--- config.mk ---
export PLATFORM = sky130hd
export DESIGN_NAME = morse_letter_keyer_top_flat
export DESIGN_NICKNAME = d
export VERILOG_FILES = /design/src/hdl/mlk_pkg.sv /design/src/hdl/mlk_chan_if.sv /design/src/hdl/mlk_core.sv /design/src/hdl/morse_letter_keyer_top.sv /design/src/flat_wrapper.sv
export SDC_FILE = /design/constraint.sdc
export NUM_CORES = 1
export LEC_CHECK = 0
export BUFFER_PORTS_ARGS = -buffer_cell sky130_fd_sc_hd__buf_2
export CAP_MARGIN = 20
export CORE_ASPECT_RATIO = 0.75
export CORE_MARGIN = 5
export CORE_UTILIZATION = 50
export CTS_BUF_LIST = sky130_fd_sc_hd__clkbuf_4 sky130_fd_sc_hd__clkbuf_8
export DETAILED_ROUTE_END_ITERATION = 10
export PLACE_DENSITY = 0.68
export SYNTH_ARGS = -nofsm -noshare
export SYNTH_HDL_FRONTEND = slang
export SYNTH_SLANG_ARGS = --single-unit
--- constraint.sdc ---
create_clock -name clock -period 7 [get_ports clock]
set_clock_uncertainty 0.2 [all_clocks]
set_input_delay 1.4 -clock clock [delete_from_list [all_inputs] [get_ports clock]]
set_output_delay 1.4 -clock clock [all_outputs]
set_load 0.02 [all_outputs]
--- src/hdl/mlk_pkg.sv ---
// Shared types, constants and the letter code table for the Morse letter keyer.
// No dependencies; every other file but mlk_chan_if imports this package.
package mlk_pkg;

   localparam int unsigned UNIT_W    = 16;
   localparam int unsigned COUNT_W   = 18;
   localparam int unsigned ELEM_W    = 3;
   localparam int unsigned PATTERN_W = 4;
   localparam int unsigned CODE_W    = 8;
   localparam int unsigned INDEX_W   = 5;

   localparam logic [UNIT_W-1:0] UNIT_RESET = UNIT_W'(150);

   localparam logic [CODE_W-1:0] CHAR_UPPER_A = 8'h41;
   localparam logic [CODE_W-1:0] CHAR_UPPER_Z = 8'h5A;
   localparam logic [CODE_W-1:0] CHAR_LOWER_A = 8'h61;
   localparam logic [CODE_W-1:0] CHAR_LOWER_Z = 8'h7A;
   localparam logic [CODE_W-1:0] CASE_FOLD_MASK = 8'hDF;

   localparam logic MODE_TICK = 1'b0;
   localparam logic MODE_CHAR = 1'b1;

   typedef enum logic [1:0] {
      PH_IDLE  = 2'd0,
      PH_MARK  = 2'd1,
      PH_SPACE = 2'd2
   } phase_type;

   typedef struct packed {
      logic              mode;
      logic [CODE_W-1:0] char_code;
   } req_type;

   typedef struct packed {
      logic lamp;
      logic busy_res;
      logic rejected;
   } rsp_type;

   typedef struct packed {
      logic [UNIT_W-1:0] unit_ticks;
   } csr_type;

   // Packed letter codes: [7:6] element count minus one, [3:0] elements,
   // first element in bit 0, 1 is long.
   function automatic logic [CODE_W-1:0] letter_code(input logic [INDEX_W-1:0] idx);
      logic [CODE_W-1:0] code;
      unique case (idx)
         5'd0:  code = 8'h42;
         5'd1:  code = 8'hC1;
         5'd2:  code = 8'hC5;
         5'd3:  code = 8'h81;
         5'd4:  code = 8'h00;
         5'd5:  code = 8'hC4;
         5'd6:  code = 8'h83;
         5'd7:  code = 8'hC0;
         5'd8:  code = 8'h40;
         5'd9:  code = 8'hCE;
         5'd10: code = 8'h85;
         5'd11: code = 8'hC2;
         5'd12: code = 8'h43;
         5'd13: code = 8'h41;
         5'd14: code = 8'h87;
         5'd15: code = 8'hC6;
         5'd16: code = 8'hCB;
         5'd17: code = 8'h82;
         5'd18: code = 8'h80;
         5'd19: code = 8'h01;
         5'd20: code = 8'h84;
         5'd21: code = 8'hC8;
         5'd22: code = 8'h86;
         5'd23: code = 8'hC9;
         5'd24: code = 8'hCD;
         5'd25: code = 8'hC3;
         default: code = 8'h00;
      endcase
      return code;
   endfunction

endpackage

--- src/hdl/mlk_chan_if.sv ---
// Valid/ready channel interface used for the request, response and CSR ports.
// The payload type is handed in as a type parameter; types come from mlk_pkg.
interface mlk_chan_if #(
   parameter type payload_type = logic
);
   logic        valid;
   logic        ready;
   payload_type payload;

   modport source (output valid, output payload, input ready);
   modport sink   (input valid, input payload, output ready);
endinterface

--- src/hdl/mlk_core.sv ---
// Keyer state machine: phase, element and tick counters, next state and result.
// Depends on mlk_pkg for types and the letter code table.
module mlk_core
   import mlk_pkg::*;
(
   input  logic                clock,
   input  logic                reset,
   input  logic                advance,
   input  req_type             item,
   input  logic [UNIT_W-1:0]   unit_ticks,
   output rsp_type             result
);

   phase_type              phase_ff, phase_in;
   logic [ELEM_W-1:0]      elem_left_ff, elem_left_in;
   logic [PATTERN_W-1:0]   pattern_ff, pattern_in;
   logic [COUNT_W-1:0]     tick_cnt_ff, tick_cnt_in;

   logic [COUNT_W-1:0]     unit_len;
   logic [COUNT_W-1:0]     tick_dec;
   logic                   is_upper, is_lower, is_letter;
   logic [CODE_W-1:0]      folded;
   logic [INDEX_W-1:0]     letter_idx;
   logic [CODE_W-1:0]      code;
   logic                   rejected;

   // Mark length: one unit for a short element, three for a long one.
   function automatic logic [COUNT_W-1:0] mark_len(input logic is_long,
                                                   input logic [COUNT_W-1:0] unit);
      return is_long ? ((unit << 1) + unit) : unit;
   endfunction

   assign unit_len = (unit_ticks == '0) ? COUNT_W'(1) : COUNT_W'(unit_ticks);
   assign tick_dec = (tick_cnt_ff != '0) ? tick_cnt_ff - COUNT_W'(1) : tick_cnt_ff;

   assign is_upper   = (item.char_code >= CHAR_UPPER_A) && (item.char_code <= CHAR_UPPER_Z);
   assign is_lower   = (item.char_code >= CHAR_LOWER_A) && (item.char_code <= CHAR_LOWER_Z);
   assign is_letter  = is_upper || is_lower;
   assign folded     = item.char_code & CASE_FOLD_MASK;
   assign letter_idx = INDEX_W'(folded - CHAR_UPPER_A);
   assign code       = letter_code(letter_idx);

   // Next state.
   always_comb begin
      phase_in     = phase_ff;
      elem_left_in = elem_left_ff;
      pattern_in   = pattern_ff;
      tick_cnt_in  = tick_cnt_ff;
      rejected     = 1'b0;
      if (item.mode == MODE_TICK) begin
         if (phase_ff != PH_IDLE) begin
            tick_cnt_in = tick_dec;
            if (tick_dec == '0) begin
               priority if (phase_ff == PH_MARK) begin
                  phase_in    = PH_SPACE;
                  tick_cnt_in = unit_len;
               end else if (elem_left_ff != '0) begin
                  elem_left_in = elem_left_ff - ELEM_W'(1);
                  pattern_in   = pattern_ff >> 1;
                  phase_in     = PH_MARK;
                  tick_cnt_in  = mark_len(pattern_ff[1], unit_len);
               end else begin
                  phase_in   = PH_IDLE;
                  pattern_in = '0;
               end
            end
         end
      end else begin
         if (!is_letter || phase_ff != PH_IDLE) begin
            rejected = 1'b1;
         end else begin
            elem_left_in = ELEM_W'(code[7:6]);
            pattern_in   = code[PATTERN_W-1:0];
            phase_in     = PH_MARK;
            tick_cnt_in  = mark_len(code[0], unit_len);
         end
      end
   end

   // Outputs: levels as they stand after this item.
   always_comb begin
      result.lamp     = (phase_in == PH_MARK);
      result.busy_res = (phase_in != PH_IDLE);
      result.rejected = rejected;
   end

   always_ff @(posedge clock) begin
      if (reset) begin
         phase_ff     <= PH_IDLE;
         elem_left_ff <= '0;
         pattern_ff   <= '0;
         tick_cnt_ff  <= '0;
      end else if (advance) begin
         phase_ff     <= phase_in;
         elem_left_ff <= elem_left_in;
         pattern_ff   <= pattern_in;
         tick_cnt_ff  <= tick_cnt_in;
      end
   end

endmodule

--- src/hdl/morse_letter_keyer_top.sv ---
// Top level of the Morse letter keyer: CSR register, keyer core, response skid.
// Depends on mlk_pkg, mlk_chan_if and mlk_core.
//
// Usage:
//   req_chan carries one item per handshake: mode 0 is one time tick, mode 1
//   offers a character in char_code. Every item yields exactly one response
//   item on rsp_chan: lamp level and busy flag as they stand after the item,
//   and rejected, set when an offered character is not A to Z (either case)
//   or arrives while a letter is still being keyed.
//   csr_chan writes unit_ticks, the ticks in one Morse unit (0 acts as 1).
//   It is always ready; a new unit applies from the next mark or space loaded.
//
// Throughput and response path:
//   One item per clock cycle while req_chan.ready is high; the response is registered
//   in the response register, or in the skid register while that one is stalled. The
//   per-item work is one pass through the core's next-state logic into the response register.
//
// Reset (synchronous, active high): unit_ticks returns to 150, the keyer is
// idle with the lamp off, and no response is pending.
//
// Stalls: the response register is backed by a one-entry skid register, so a
// new item is still taken while one response waits. req_chan.ready drops only
// when both are full and rises again once the receiver takes a response.
module morse_letter_keyer_top
   import mlk_pkg::*;
(
   input logic        clock,
   input logic        reset,
   mlk_chan_if.sink   req_chan,
   mlk_chan_if.source rsp_chan,
   mlk_chan_if.sink   csr_chan
);

   logic [UNIT_W-1:0] unit_ff;
   req_type           req_item;
   csr_type           csr_item;
   rsp_type           core_result;
   logic              accept;
   logic              take;

   rsp_type           out_ff;
   logic              out_valid_ff;
   rsp_type           skid_ff;
   logic              skid_valid_ff;

   assign req_item = req_chan.payload;
   assign csr_item = csr_chan.payload;

   // Hold off new items only when both response and skid are occupied.
   assign req_chan.ready = !skid_valid_ff;
   assign accept         = req_chan.valid && req_chan.ready;
   assign take           = out_valid_ff && rsp_chan.ready;

   assign csr_chan.ready = 1'b1;

   always_ff @(posedge clock) begin
      if (reset) begin
         unit_ff <= UNIT_RESET;
      end else if (csr_chan.valid) begin
         unit_ff <= csr_item.unit_ticks;
      end
   end

   mlk_core u_core (
      .clock      (clock),
      .reset      (reset),
      .advance    (accept),
      .item       (req_item),
      .unit_ticks (unit_ff),
      .result     (core_result)
   );

   // Response control: refill from skid first, then from the core.
   always_ff @(posedge clock) begin
      if (reset) begin
         out_valid_ff  <= 1'b0;
         skid_valid_ff <= 1'b0;
      end else if (out_valid_ff && !take) begin
         if (accept) begin
            skid_valid_ff <= 1'b1;
         end
      end else begin
         if (skid_valid_ff) begin
            out_valid_ff  <= 1'b1;
            skid_valid_ff <= 1'b0;
         end else begin
            out_valid_ff <= accept;
         end
      end
   end

   // Response payload: no reset needed.
   always_ff @(posedge clock) begin
      if (out_valid_ff && !take) begin
         if (accept) begin
            skid_ff <= core_result;
         end
      end else begin
         if (skid_valid_ff) begin
            out_ff <= skid_ff;
         end else if (accept) begin
            out_ff <= core_result;
         end
      end
   end

   assign rsp_chan.valid   = out_valid_ff;
   assign rsp_chan.payload = out_ff;

endmodule

--- src/flat_wrapper.sv ---
// flat-port wrapper written by rule: the top's interface ports become plain ports
module morse_letter_keyer_top_flat import mlk_pkg::*;
  (clock, reset, req_chan_valid, req_chan_payload, req_chan_ready, rsp_chan_valid, rsp_chan_payload, rsp_chan_ready, csr_chan_valid, csr_chan_payload, csr_chan_ready);
  mlk_chan_if #(.payload_type(req_type)) req_chan_i ();
  mlk_chan_if #(.payload_type(rsp_type)) rsp_chan_i ();
  mlk_chan_if #(.payload_type(csr_type)) csr_chan_i ();
  input logic clock;
  input logic reset;
  input wire logic [$bits(req_chan_i.valid)-1:0] req_chan_valid;
  input wire logic [$bits(req_chan_i.payload)-1:0] req_chan_payload;
  output wire logic [$bits(req_chan_i.ready)-1:0] req_chan_ready;
  output wire logic [$bits(rsp_chan_i.valid)-1:0] rsp_chan_valid;
  output wire logic [$bits(rsp_chan_i.payload)-1:0] rsp_chan_payload;
  input wire logic [$bits(rsp_chan_i.ready)-1:0] rsp_chan_ready;
  input wire logic [$bits(csr_chan_i.valid)-1:0] csr_chan_valid;
  input wire logic [$bits(csr_chan_i.payload)-1:0] csr_chan_payload;
  output wire logic [$bits(csr_chan_i.ready)-1:0] csr_chan_ready;
  assign req_chan_i.valid = req_chan_valid;
  assign req_chan_i.payload = req_chan_payload;
  assign req_chan_ready = req_chan_i.ready;
  assign rsp_chan_valid = rsp_chan_i.valid;
  assign rsp_chan_payload = rsp_chan_i.payload;
  assign rsp_chan_i.ready = rsp_chan_ready;
  assign csr_chan_i.valid = csr_chan_valid;
  assign csr_chan_i.payload = csr_chan_payload;
  assign csr_chan_ready = csr_chan_i.ready;
  morse_letter_keyer_top u_core (.clock(clock), .reset(reset), .req_chan(req_chan_i), .rsp_chan(rsp_chan_i), .csr_chan(csr_chan_i));
endmodule
; ---- After elaboration in Yosys (flattened, before gate mapping)
; Memory sizes are Yosys's and may differ from the RTL's.
; Cells that the tools add are included.
[totals]
reg_bits = 51
romBits = 192
inputBits = 30
word_cells = 86
n_memories = 1
[mem_list]
columns = memory, depth, word_bits, read_ports, rd_ports_with_merged_regs, write_ports, line_no
row1 = (no name shown), 32, 6, 1, 0, 0, mlk_pkg.sv:48  ; unique case (idx)
[classes]
n_addsub = 4
order_cmp = 4
n_eq_ne = 4
muxes = 33
bitwise = 1
n_reduce_logical = 26
[ops]
columns = cell, count
row1 = $mux W18, 9
row2 = $mux W3, 9
row3 = $mux W4, 5
row4 = $add A17 B16 Y18, 1
row5 = $logic_not A18 Y1, 1
row6 = $reduce_bool A18 Y1, 1
row7 = $sub A18 B1 Y18 const B, 1
row8 = $ge A8 B7 Y1 const B, 2
row9 = $le A8 B7 Y1 const B, 2
row10 = $logic_not A16 Y1, 1
row11 = $mux W16, 1
row12 = $reduce_bool A2 Y1, 6
row13 = $mux W2, 5
row14 = $reduce_and A6 Y1, 1
row15 = $logic_and A1 B1 Y1, 5
row16 = $reduce_and A5 Y1, 1
row17 = $sub A5 B1 Y5 const B, 1
row18 = $eq A2 B1 Y1 const B, 2
row19 = $mux W1, 4
row20 = $ne A2 B2 Y1 const B, 2
row21 = $reduce_and A2 Y1, 2
row22 = $logic_not A1 Y1, 3
row23 = $reduce_and A3 Y1, 1
row24 = $reduce_bool A3 Y1, 1
row25 = 4 further kinds, 5

; ---- Longest topological paths before layout
; Gate-level depths: netlist (run 1).
[logic_depth]
ltp_word = 10
mapped_depth = 17

; ---- By module
; From an unflattened synthesis (run 1), not the netlist that was laid out.
[unflattened]
hier_cells = 638
hier_area_um2 = 4814.6
[modules_own_cells]
columns = module, n_inst, cells_per_inst, area_each_um2, seq_area_each_um2
row1 = mlk_core, 1, 564, 3908.7, 520.5
row2 = morse_letter_keyer_top, 1, 74, 905.9, 540.5

; ---- Least setup slack after synthesis (run 1)
; OpenSTA, ideal clock, no wires.
[synth_path]
kind = input port to flip-flop
from = input port req_chan_payload[0]
to = register u_core.u_core.tick_cnt_ff[4]
setup_time_ps = 67
arrival_ps = 4238
required_time_ps = 6733
slack_ps = 2495
stages = 12
cell_sequence = clkbuf_1 > inv_1 > ha_1 > clkbuf_1 > nor3b_1 > xor2_1 > nor3_1 > nor4_2 > clkbuf_1 > mux2i_1 > a211o_1 > a21oi_2
[synth_between]
elab_chain_cells = 7
word_cells_on_any_way = 16
[synth_lines]
columns = element, line_no
row1 = "start, declared", flat_wrapper.sv:10  ; input wire logic [$bits(req_chan_i.payload)-1:0] req_chan_payload;
row2 = "parallel branches: the longest is 7 deep, another holds $mem_v2 Z32 W6", -
row3 = "end signal, assigned", mlk_core.sv:97  ; tick_cnt_ff <= tick_cnt_in;
row4 = "end, declared", mlk_core.sv:17  ; logic [COUNT_W-1:0] tick_cnt_ff, tick_cnt_in;
; Parallel ways; which one is timed is not known. The select of a mux whose other input is x is not followed.
; A chain may end at the register's enable or synchronous reset.

; ---- Worst setup path in the final report (run 1)
[layout_path]
from = input port req_chan_payload[0]
to = register u_core.u_core.tick_cnt_ff[6]
; The elaborated chain is that of the path after synthesis.

==> results of run 1 <==
-- cells by family after synthesis --
group	share of synthesized area
other	0.0007856
XOR/XNOR	0.04404
AND/OR/NAND/NOR	0.2708
flip-flops	0.2223
adder cells (fa/ha/maj)	0.09070
multiplexers	0.05793
buffers and inverters	0.06186
AO/OA/AOI/OAI	0.2516
-- power groups by stage --
stage,logic (µW),registers (µW),clock network [µW]
6_report,361,322,190
5_1_grt,394,324,205
4_1_cts,352,321,195
3_5_place_dp,349,328,0
3_3_place_gp,345,327,0
2_1_floorplan,275,323,0
-- layer usage --
metal / vias up / GRT usage / routed length, µm
li1: 2310 / - / -
met2: 173 / 0.3179 / 5305
met1: 2219 / 0.3720 / 6859
met4: 0 / 0.03821 / 97
met3: 11 / 0.03114 / 971
met5: - / 0 / 0
-- Yosys cell counts (5+ instances only) --
library cell / count / area, µm²
nor2_1: 77 / 289.0
nand2_1: 59 / 221.5
dfxtp_1: 44 / 880.8
a21oi_1: 40 / 200.2
o21ai_0: 39 / 195.2
ha_1: 33 / 412.9
inv_1: 30 / 112.6
clkbuf_1: 28 / 105.1
mux2i_1: 22 / 220.2
nand3_1: 17 / 85.08
nor3_1: 16 / 80.08
xor2_1: 13 / 113.9
nor2b_1: 12 / 75.07
o21a_1: 12 / 90.09
o211ai_1: 11 / 82.58
xnor2_1: 11 / 96.34
a31oi_1: 9 / 56.30
and3_1: 9 / 56.30
nor4_1: 8 / 50.05
or3_1: 8 / 50.05
a21o_1: 7 / 52.55
edfxtp_1: 6 / 180.2
nand4_1: 6 / 37.54
a22o_1: 5 / 43.79
a22oi_1: 5 / 37.54
and2_1: 5 / 31.28
mux2_2: 5 / 56.30
nand2b_1: 5 / 31.28
o31a_1: 5 / 43.79
or2_2: 5 / 31.28
or4_1: 5 / 37.54
-- tightest hold or removal path, cell delays in order (launching register included) --
cell and delay (ns):
dfxtp_1 0.33, nand2_1 0.05, a31oi_1 0.07
-- metrics by stage --
stage	total power (µW)	instance area, µm²	hold slack (ns)	util
floorplan	597.8	4773	0.2508	-
global placement	671.7	4950	0.2664	0.5382
detailed placement	677.0	4950	0.2695	0.5382
CTS	867.6	5045	0.2855	0.5486
global route	923.2	5050	0.3245	0.5491
finish	872.5	5050	0.2877	0.5491
-- final cells by class --
| type | instances | area (µm²) | share of cell area |
|---|---|---|---|
| multi-input combinational | 515 | 3423 | 0.6779 |
| clock inverter | 3 | 26.28 | 0.005203 |
| timing repair buffer | 38 | 197.7 | 0.03915 |
| tap | 128 | 160.2 | 0.03171 |
| sequential | 50 | 1061 | 0.2101 |
| inverter | 30 | 112.6 | 0.02230 |
| clock buffer | 5 | 68.82 | 0.01363 |
-- registers in the layout (all words and copies together), names as in the netlist --
signal and count:
u_core.unit_ff 16, u_core.rsp_chan.valid 1, u_core.u_core.tick_cnt_ff 18, u_core.u_core.pattern_ff 3, u_core.u_core.phase_ff 2, u_core.skid_valid_ff 1, u_core.rsp_chan.payload 3, u_core.u_core.elem_left_ff 3
u_core.skid_ff 3
-- worst max-delay path by stage --
stage | startpoint | endpoint | slack [ns] | depth (start not counted)
after floorplan | req_chan_payload[0] | u_core.u_core.tick_cnt_ff[4] | 2.49 | 12
after global placement | req_chan_payload[0] | u_core.u_core.tick_cnt_ff[6] | 2.41 | 13
after detailed placement | req_chan_payload[0] | u_core.u_core.tick_cnt_ff[6] | 2.22 | 13
after CTS | u_core.u_core.tick_cnt_ff[0] | u_core.rsp_chan.payload[1] | 2.50 | 11
after global routing | req_chan_payload[0] | u_core.u_core.tick_cnt_ff[6] | 2.26 | 13
final | req_chan_payload[0] | u_core.u_core.tick_cnt_ff[6] | 2.48 | 13
==> flow_summary.ini, run 1 <==
[status]
status = complete, no violations

[drt]
antenna_left = 0
dr.pass1.iters = 5
route.detailed.drc = 0
via_per_inst = 6.129
num_vias = 4713
drt_wl_total_um = 13230
initialDrtViolationCount = 565
wl_per_cell_um = 17.21

[clock_network]
hold_buffers = 0
cts_resized = 0
numCtsBuffers = 5
clock-sinks = 50
clkTransAtPathRegs_ns = 0.11
clk_latency_ns = 0.33
clk_path_buf_depth = 2
cts_tree = yes
post_cts_buffers = 0
root_buffer = clkbuf_8
cts-htree-levels = 2

[final_layout]
final_common_cell = nor2_1
layout-drive-gt1-share = 0.1139
diodes = 0
finalNetCount = 704
num-fill-cells = 897
fin_cells = 769
syn_to_final_growth_pct = 5.793
final_cell_mix = nor2_1 (77), nand2_1 (59), dfxtp_1 (44), a21oi_1 (40), o21ai_0 (38)

[sta]
finalWorstSetupSlack_ns = 2.480
slew_viol_final = 0
hold_viol = 0
rsz0062_at_grt = false
worst_pin_slew_ns = 0.8643
finalCritPeriodShare = 0.6458
max_freq_mhz = 221.2
setup_violations = 0
min_period_ns = 4.520
maxSlewHeadroom = 0.4238
setup_tns_ns = 0

[global_route]
groute.usage.overall = 0.2294
grt_pass1_wl_um = 21600
grt-ovfl-total = 0
grt_pass1_vias = 4182
grt_antenna_before_repair = 0
grt_max_degree = 33

[synth]
postSynthCellCount = 633
ys.flop_type = dfxtp_1
syn_nets = 697
synth_seq_cells = 50
yosys_warnings = 0
syn_area_um2 = 4773
synth_area_per_cell_um2 = 7.541
ys_seq_area_frac = 0.2223
synth_edf_count = 6
synthArstFlopShare = 0
synth_cell_types = 76

[place]
hpwl_um = 9847
numPortBuffers = 34
dp_cells = 760
dp_slack_ns = 2.220
place_congestion = 0.9347

[critical_path]
worstRegToRegCells = 11
path_cells = buf_2, inv_1, ha_1, nor3b_1, xor2_1, nor3_1, nor4_2, buf_4, nor2_1, a41oi_2, o221ai_1, a21oi_1, nor2_1
cp-end-kind = flip-flop
reg2reg_to = u_core.rsp_chan.payload[1]
crit_slowest_cell = nor3b_1
arrival_ns = 4.54
r2r_slack_ns = 2.50
worstPathBufferInverterCount = 3
start_kind = input port
required_ns = 7.02
cp_common_cell = nor2_1
cp_max_fo = 16
path_class = in -> reg
max_stage_delay_ns = 0.45
r2r-start = u_core.u_core.tick_cnt_ff[0]
cp_top_family = simple AND/OR/NAND/NOR gates

[floorplanning]
chipWidth_um = 122.8
rows = 30
io_pins = 36
die_area_um2 = 11620
initial_utilization = 0.5190
die_h_um = 94.62
core-area_um2 = 9196

[worst_hold_path]
min_from = u_core.u_core.pattern_ff[2]
hold_path.class = reg -> reg
hold-path-endpoint = u_core.u_core.pattern_ff[2]
hold_depth = 2

[power]
power_leakage_uw = 0.002142
pwr-share-comb = 0.414
seqPwrFrac = 0.369
switching_share = 0.4059
clkPwrFrac = 0.217
p_switching_uw = 354.1
p_per_area_nw_per_um2 = 172.8
irDropWorstVdd_uv = 97.96
p_int_uw = 518.4

[flow_run]
cap_violations = 0
Power figures use the tool's default switching activity.
==> inputs of run 2 (changes only) <==
--- a/config.mk
+++ b/config.mk
@@ -5,6 +5,7 @@
 export SDC_FILE = /design/constraint.sdc
 export NUM_CORES = 1
 export LEC_CHECK = 0
+export ABC_AREA = 1
 export BUFFER_PORTS_ARGS = -buffer_cell sky130_fd_sc_hd__buf_2
 export CAP_MARGIN = 20
 export CORE_ASPECT_RATIO = 0.75
@@ -12,7 +13,7 @@
 export CORE_UTILIZATION = 50
 export CTS_BUF_LIST = sky130_fd_sc_hd__clkbuf_4 sky130_fd_sc_hd__clkbuf_8
 export DETAILED_ROUTE_END_ITERATION = 10
-export PLACE_DENSITY = 0.68
+export PLACE_DENSITY = 0.71
 export SYNTH_ARGS = -nofsm -noshare
 export SYNTH_HDL_FRONTEND = slang
 export SYNTH_SLANG_ARGS = --single-unit
==> constraint.sdc (replaced) <==
create_clock -name clock -period 4 [get_ports clock]
set_clock_uncertainty 0.2 [all_clocks]
set_input_delay 0.8 -clock clock [delete_from_list [all_inputs] [get_ports clock]]
set_output_delay 0.8 -clock clock [all_outputs]
set_load 0.02 [all_outputs]
==> run 2 against run 1 <==
Effect of this change: worst hold slack worse by 0.0090 ns; combinational power is 110% higher; design area is 4.3% higher; total power is 90% higher; sequential power is 79% higher; core utilization is 0.14 points lower; clock power is 73% higher; critical path type is now reg -> reg.
==> flow_summary.ini, run 2 <==
[sta]
setup_tns_ns = 0
hold_viol = 0
finalCritPeriodShare = 0.8839
slew_viol_final = 0
min_period_ns = 3.536
maxSlewHeadroom = 0.5148
worst_pin_slew_ns = 0.7270
max_freq_mhz = 282.8
rsz0062_at_grt = false
setup_violations = 0

[synth]
synth_top_area_cell = dfxtp_1
synth_common_cells = nand2_1 (227), inv_1 (103), o21ai_0 (100)
synth_area_per_cell_um2 = 5.831
syn_area_um2 = 4892
synthXorXnorAreaFrac = 0.02327
ys_seq_area_frac = 0.2169
yosys_warnings = 0
muxShareOfSynthArea = 0
synthArstFlopShare = 0
synth_cell_types = 40
ys.flop_type = dfxtp_1
synth_adder_area_share = 0.08849
synth_seq_cells = 50
postSynthCellCount = 839
synth_simple_gate_area_frac = 0.3514
syn_nets = 903
yosysTopAreaCellShare = 0.1801
synth_area_leaders = dfxtp_1 (18%), nand2_1 (17%), o21ai_0 (10%), a21oi_1 (8.8%), ha_1 (8.4%)
synth_top_family_by_area = simple AND/OR/NAND/NOR gates
yosys.cell_count.top_type = nand2_1
synth_compound_gate_area_share = 0.2153
synth_edf_count = 6

[power]
switching_share = 0.4554
pwr-share-comb = 0.454
clkPwrFrac = 0.198
irDropWorstVdd_uv = 182.5
finalPower_uw = 1657
seqPwrFrac = 0.348
p_switching_uw = 754.8
power_leakage_uw = 0.002639
p_per_area_nw_per_um2 = 314.5
p_int_uw = 902.5

[clock_network]
clock-sinks = 50
cts_resized = 0
clkTransAtPathRegs_ns = 0.11
clk_path_buf_depth = 2
clk_latency_ns = 0.33
cts_tree = yes
root_buffer = clkbuf_8
post_cts_buffers = 0
hold_buffers = 0
numCtsBuffers = 5
cts-htree-levels = 2

[drt]
antenna_left = 0
drt_wl_total_um = 15090
via_per_inst = 5.660
route.detailed.drc = 0
wl_per_cell_um = 15.16
dr.pass1.iters = 5
initialDrtViolationCount = 536
num_vias = 5632

[floorplanning]
rows = 31
io_pins = 36
core-area_um2 = 9619
chipWidth_um = 124.2
die_h_um = 95.67
initial_utilization = 0.5086
die_area_um2 = 11880

[worst_hold_path]
hold_depth = 2
hold-path-endpoint = u_core.u_core.pattern_ff[2]
hold_path.class = reg -> reg
min_from = u_core.u_core.pattern_ff[2]

[flow_run]
cap_violations = 0

[global_route]
grt_pass1_wl_um = 24330
grt_pass1_vias = 5062
grt_antenna_before_repair = 0
grt-ovfl-total = 0
groute.usage.overall = 0.2527
grt_max_degree = 26

[final_layout]
syn_to_final_growth_pct = 7.698
finalNetCount = 926
largest_register_ffs = 18
layout-drive-gt1-share = 0.08227
final_cell_mix = nand2_1 (227), inv_1 (103), o21ai_0 (100), nor2_1 (87), a21oi_1 (86)
final_common_cell = nand2_1
top_regs = u_core.u_core.tick_cnt_ff: 18 flops, u_core.unit_ff: 16 flops
diodes = 0
num-fill-cells = 1013
top_register = u_core.u_core.tick_cnt_ff

[critical_path]
start_kind = flip-flop
worstRegToRegCells = 21
arrival_ns = 3.57
required_ns = 4.04
reg2reg_to = u_core.u_core.tick_cnt_ff[13]
r2r-start = u_core.unit_ff[14]
path_class = reg -> reg
r2r_slack_ns = 0.46
cp-end-kind = flip-flop
cp_max_fo = 9

[place]
hpwl_um = 12010
place_congestion = 0.9615
numPortBuffers = 34

[status]
status = complete, no violations
==> run 2: cell types whose count changed in the layout (fill, tap and decap cells not counted), moves of 8 or more <==
cell and change:
nand2_1 +168, inv_1 +73, o21ai_0 +62, a21oi_1 +46, nand3_1 +33, mux2i_1 -22, nor2b_1 -12, nor3_1 -12
o21a_1 -11, nor2_1 +10, and3_1 -9, o211ai_1 -9, or3_1 -8
==> run 2: stage by stage <==
step | worst slack (ns) | std cells | utilization | area [µm²] | hold WS (ns)
after global placement | 0.4065 | 987 | 0.5381 | 5176 | 0.2500
after CTS | 0.5484 | 995 | 0.5477 | 5269 | 0.2783
final | 0.4644 | 995 | 0.5477 | 5269 | 0.2787
after floorplan | 1.042 | 839 | - | 4892 | 0.2401
after detailed placement | 0.3601 | 987 | 0.5381 | 5176 | 0.2631
after global routing | 0.1106 | 995 | 0.5477 | 5269 | 0.2957
==> run 2: cells by family after synthesis <==
| group | Yosys count |
|---|---|
| AOI/OAI and AO/OA | 204 |
| xor gates and xnor gates | 13 |
| adders and majority gates | 34 |
| buffers and inverters | 132 |
| DFF | 50 |
| other | 1 |
| and+or+nand+nor | 405 |
==> run 2: worst max-delay path: stages (launching register included) <==
cell and delay, ns:
dfxtp_1 0.34, inv_1 0.10, ha_1 0.17, nand3_1 0.10
nor2_1 0.11, nand3_1 0.24, buf_4 0.26, nand2_1 0.11
inv_1 0.08, ha_1 0.36, nand2_1 0.12, nand2_1 0.08
o21ai_0 0.26, nand3_1 0.17, xnor2_1 0.23, nand2_1 0.07
nand2_1 0.06, o21ai_0 0.07, nand2_1 0.07, nand2_1 0.04
a21oi_1 0.15, nor2_1 0.06
==> run 2: worst max-delay path by stage <==
stage,start,to,slack [ns]
floorplan,u_core.unit_ff[14],u_core.u_core.tick_cnt_ff[13],1.04
global placement,req_chan_payload[0],u_core.u_core.tick_cnt_ff[8],0.41
detailed placement,req_chan_payload[0],u_core.u_core.tick_cnt_ff[8],0.36
CTS,u_core.unit_ff[14],u_core.u_core.tick_cnt_ff[13],0.55
global route,u_core.unit_ff[14],u_core.u_core.tick_cnt_ff[8],0.11
finish,u_core.unit_ff[14],u_core.u_core.tick_cnt_ff[13],0.46
==> run 2: layer usage <==
metal	track usage	up-vias	wire [µm]
met1	0.3361	2556	6938
met4	0.06387	0	281
met3	0.05935	29	1434
li1	-	2778	-
met5	0	-	0
met2	0.4168	269	6433
==> run 2: power groups by stage <==
stage	clock [µW]	sequential (µW)	combinational, µW
2_1_floorplan	0	582	546
3_3_place_gp	0	587	720
3_5_place_dp	0	588	731
4_1_cts	331	577	736
5_1_grt	355	583	841
6_report	328	577	752
==> run 2: layout make-up <==
class                   count  area, µm²  share of cell area
clock inverters             3      23.77            0.004512
flip-flops and latches     50       1061              0.2014
well taps                 132      165.2             0.03135
multi-input cells         657       3326              0.6312
repair buffers             41      222.7             0.04227
inverters                 107      401.6             0.07623
clock buffers               5      68.82             0.01306
==> inputs of run 3 (changes only) <==
--- a/config.mk
+++ b/config.mk
@@ -13,7 +13,7 @@
 export CORE_UTILIZATION = 50
 export CTS_BUF_LIST = sky130_fd_sc_hd__clkbuf_4 sky130_fd_sc_hd__clkbuf_8
 export DETAILED_ROUTE_END_ITERATION = 10
-export PLACE_DENSITY = 0.71
+export PLACE_DENSITY = 0.68
 export SYNTH_ARGS = -nofsm -noshare
 export SYNTH_HDL_FRONTEND = slang
 export SYNTH_SLANG_ARGS = --single-unit
==> constraint.sdc (replaced) <==
create_clock -name clock -period 3.9 [get_ports clock]
set_clock_uncertainty 0.2 [all_clocks]
set_input_delay 0.78 -clock clock [delete_from_list [all_inputs] [get_ports clock]]
set_output_delay 0.78 -clock clock [all_outputs]
set_load 0.02 [all_outputs]
==> run 3 against run 2 <==
Effect of this change: final cell count is 0.10% higher; clock power is 24% higher; critical path depth down 7; die area unchanged; highest routed layer unchanged; total power up 7.4%.
==> flow_summary.ini, run 3 (synthesis gave the netlist of run 2 again) <==
[status]
status = complete, no violations

[final_layout]
top_register = u_core.u_core.tick_cnt_ff
final_common_cell = nand2_1
num-fill-cells = 1034
finalNetCount = 927
layout-drive-gt1-share = 0.08333
final_area_um2 = 5301
top_regs = u_core.u_core.tick_cnt_ff: 18 flops, u_core.unit_ff: 16 flops
largest_register_ffs = 18
diodes = 0
syn_to_final_growth_pct = 8.363
final_util = 0.5511
final_cell_mix = nand2_1 (227), inv_1 (103), o21ai_0 (100), nor2_1 (87), a21oi_1 (86)

[clock_network]
clock-sinks = 50
cts_tree = yes
root_buffer = clkbuf_8
post_cts_buffers = 0
hold_buffers = 0
clkTransAtPathRegs_ns = 0.11
numCtsBuffers = 5
cts_resized = 0
cts-htree-levels = 2
clk_latency_ns = 0.32
clk_path_buf_depth = 2

[critical_path]
worstRegToRegCells = 20
crit_slowest_cell = xor2_1
r2r_slack_ns = 0.44
cp_common_cell = inv_1
reg2reg_to = u_core.u_core.tick_cnt_ff[11]
path_class = in -> reg
cp_max_fo = 10
max_stage_delay_ns = 0.50
arrival_ns = 3.50
start_kind = input port
worstPathBufferInverterCount = 5
required_ns = 3.93
cp_top_family = buffers and inverters
r2r-start = u_core.unit_ff[15]
cp-end-kind = flip-flop
path_cells = buf_2, inv_1, ha_1, nand3_1, xor2_1, o21ai_1, inv_1, nand3_1, nand2_2, clkinv_1, nor2_1, o22ai_1, o21ai_0, inv_1

[sta]
setup_tns_ns = 0
finalCritPeriodShare = 0.8896
hold_viol = 0
max_freq_mhz = 288.2
min_period_ns = 3.469
maxSlewHeadroom = 0.4924
slew_viol_final = 0
rsz0062_at_grt = false
worst_pin_slew_ns = 0.7606
finalWorstSetupSlack_ns = 0.4306
setup_violations = 0

[place]
place_congestion = 0.9764
placed_cell_area_um2 = 5184
dp_slack_ns = 0.1792
numPortBuffers = 34
hpwl_um = 12200

[drt]
num_vias = 5608
via_per_inst = 5.631
drt_wl_total_um = 15470
dr.pass1.iters = 5
wl_per_cell_um = 15.54
initialDrtViolationCount = 492
route.detailed.drc = 0
antenna_left = 0

[global_route]
grt-ovfl-total = 0
grt_pass1_vias = 5242
grt_pass1_wl_um = 25340
grt_max_degree = 26
grt_antenna_before_repair = 0
groute.usage.overall = 0.2620

[floorplanning]
chipWidth_um = 124.2
io_pins = 36
rows = 31
initial_utilization = 0.5086
die_area_um2 = 11880
die_h_um = 95.67
core-area_um2 = 9619

[power]
power_leakage_uw = 0.002660
irDropWorstVdd_uv = 191.5
p_per_area_nw_per_um2 = 335.6

[worst_hold_path]
hold_path.class = reg -> reg
min_from = u_core.u_core.pattern_ff[3]
hold_depth = 2
hold-path-endpoint = u_core.u_core.pattern_ff[3]

[flow_run]
cap_violations = 0
run 3: final cells by class:
cell class,instances,area [µm²],area share
Clock inverter,3,48.80,0.009205
Clock buffer,5,68.82,0.01298
Timing Repair Buffer,42,230.2,0.04343
Inverter,107,401.6,0.07576
Sequential cell,50,1061,0.2001
Multi-Input combinational cell,657,3326,0.6273
Tap cell,132,165.2,0.03115
run 3: per-layer routing:
metal	vias to the layer above	GRT usage	wire [µm]
met2	247	0.4267	6609
met3	22	0.05879	1459
li1	2786	-	-
met4	0	0.06661	263
met1	2553	0.3544	7140
met5	-	0	0
run 3: worst max-delay path by stage:
stage               slack [ns]  cells past startpoint                       endpoint                 from
global placement          0.20                     16   u_core.u_core.tick_cnt_ff[6]  req_chan_payload[0]
CTS                       0.49                     20  u_core.u_core.tick_cnt_ff[11]   u_core.unit_ff[15]
finish                    0.43                     14   u_core.u_core.tick_cnt_ff[6]  req_chan_payload[0]
detailed placement        0.18                     16   u_core.u_core.tick_cnt_ff[6]  req_chan_payload[0]
global route             0.008                     21   u_core.u_core.tick_cnt_ff[8]   u_core.unit_ff[14]
floorplan                 0.94                     21  u_core.u_core.tick_cnt_ff[13]   u_core.unit_ff[14]
run 3: report_power, final:
group          switching (µW)  internal, µW
clock network             210           196
registers                34.5           558
logic                     541           239
run 3: metrics by stage:
step	hold WS (ns)	cells	total power, µW
detailed placement	0.2587	988	1359
global route	0.2925	996	1911
floorplan	0.2401	839	1157
global placement	0.2484	988	1350
CTS	0.2741	996	1766
finish	0.2757	996	1779
run 3: tightest hold or removal path, stage by stage, from the launching register on:
cell and delay [ns]:
dfxtp_1 0.33, nand2_1 0.06, a21oi_1 0.05
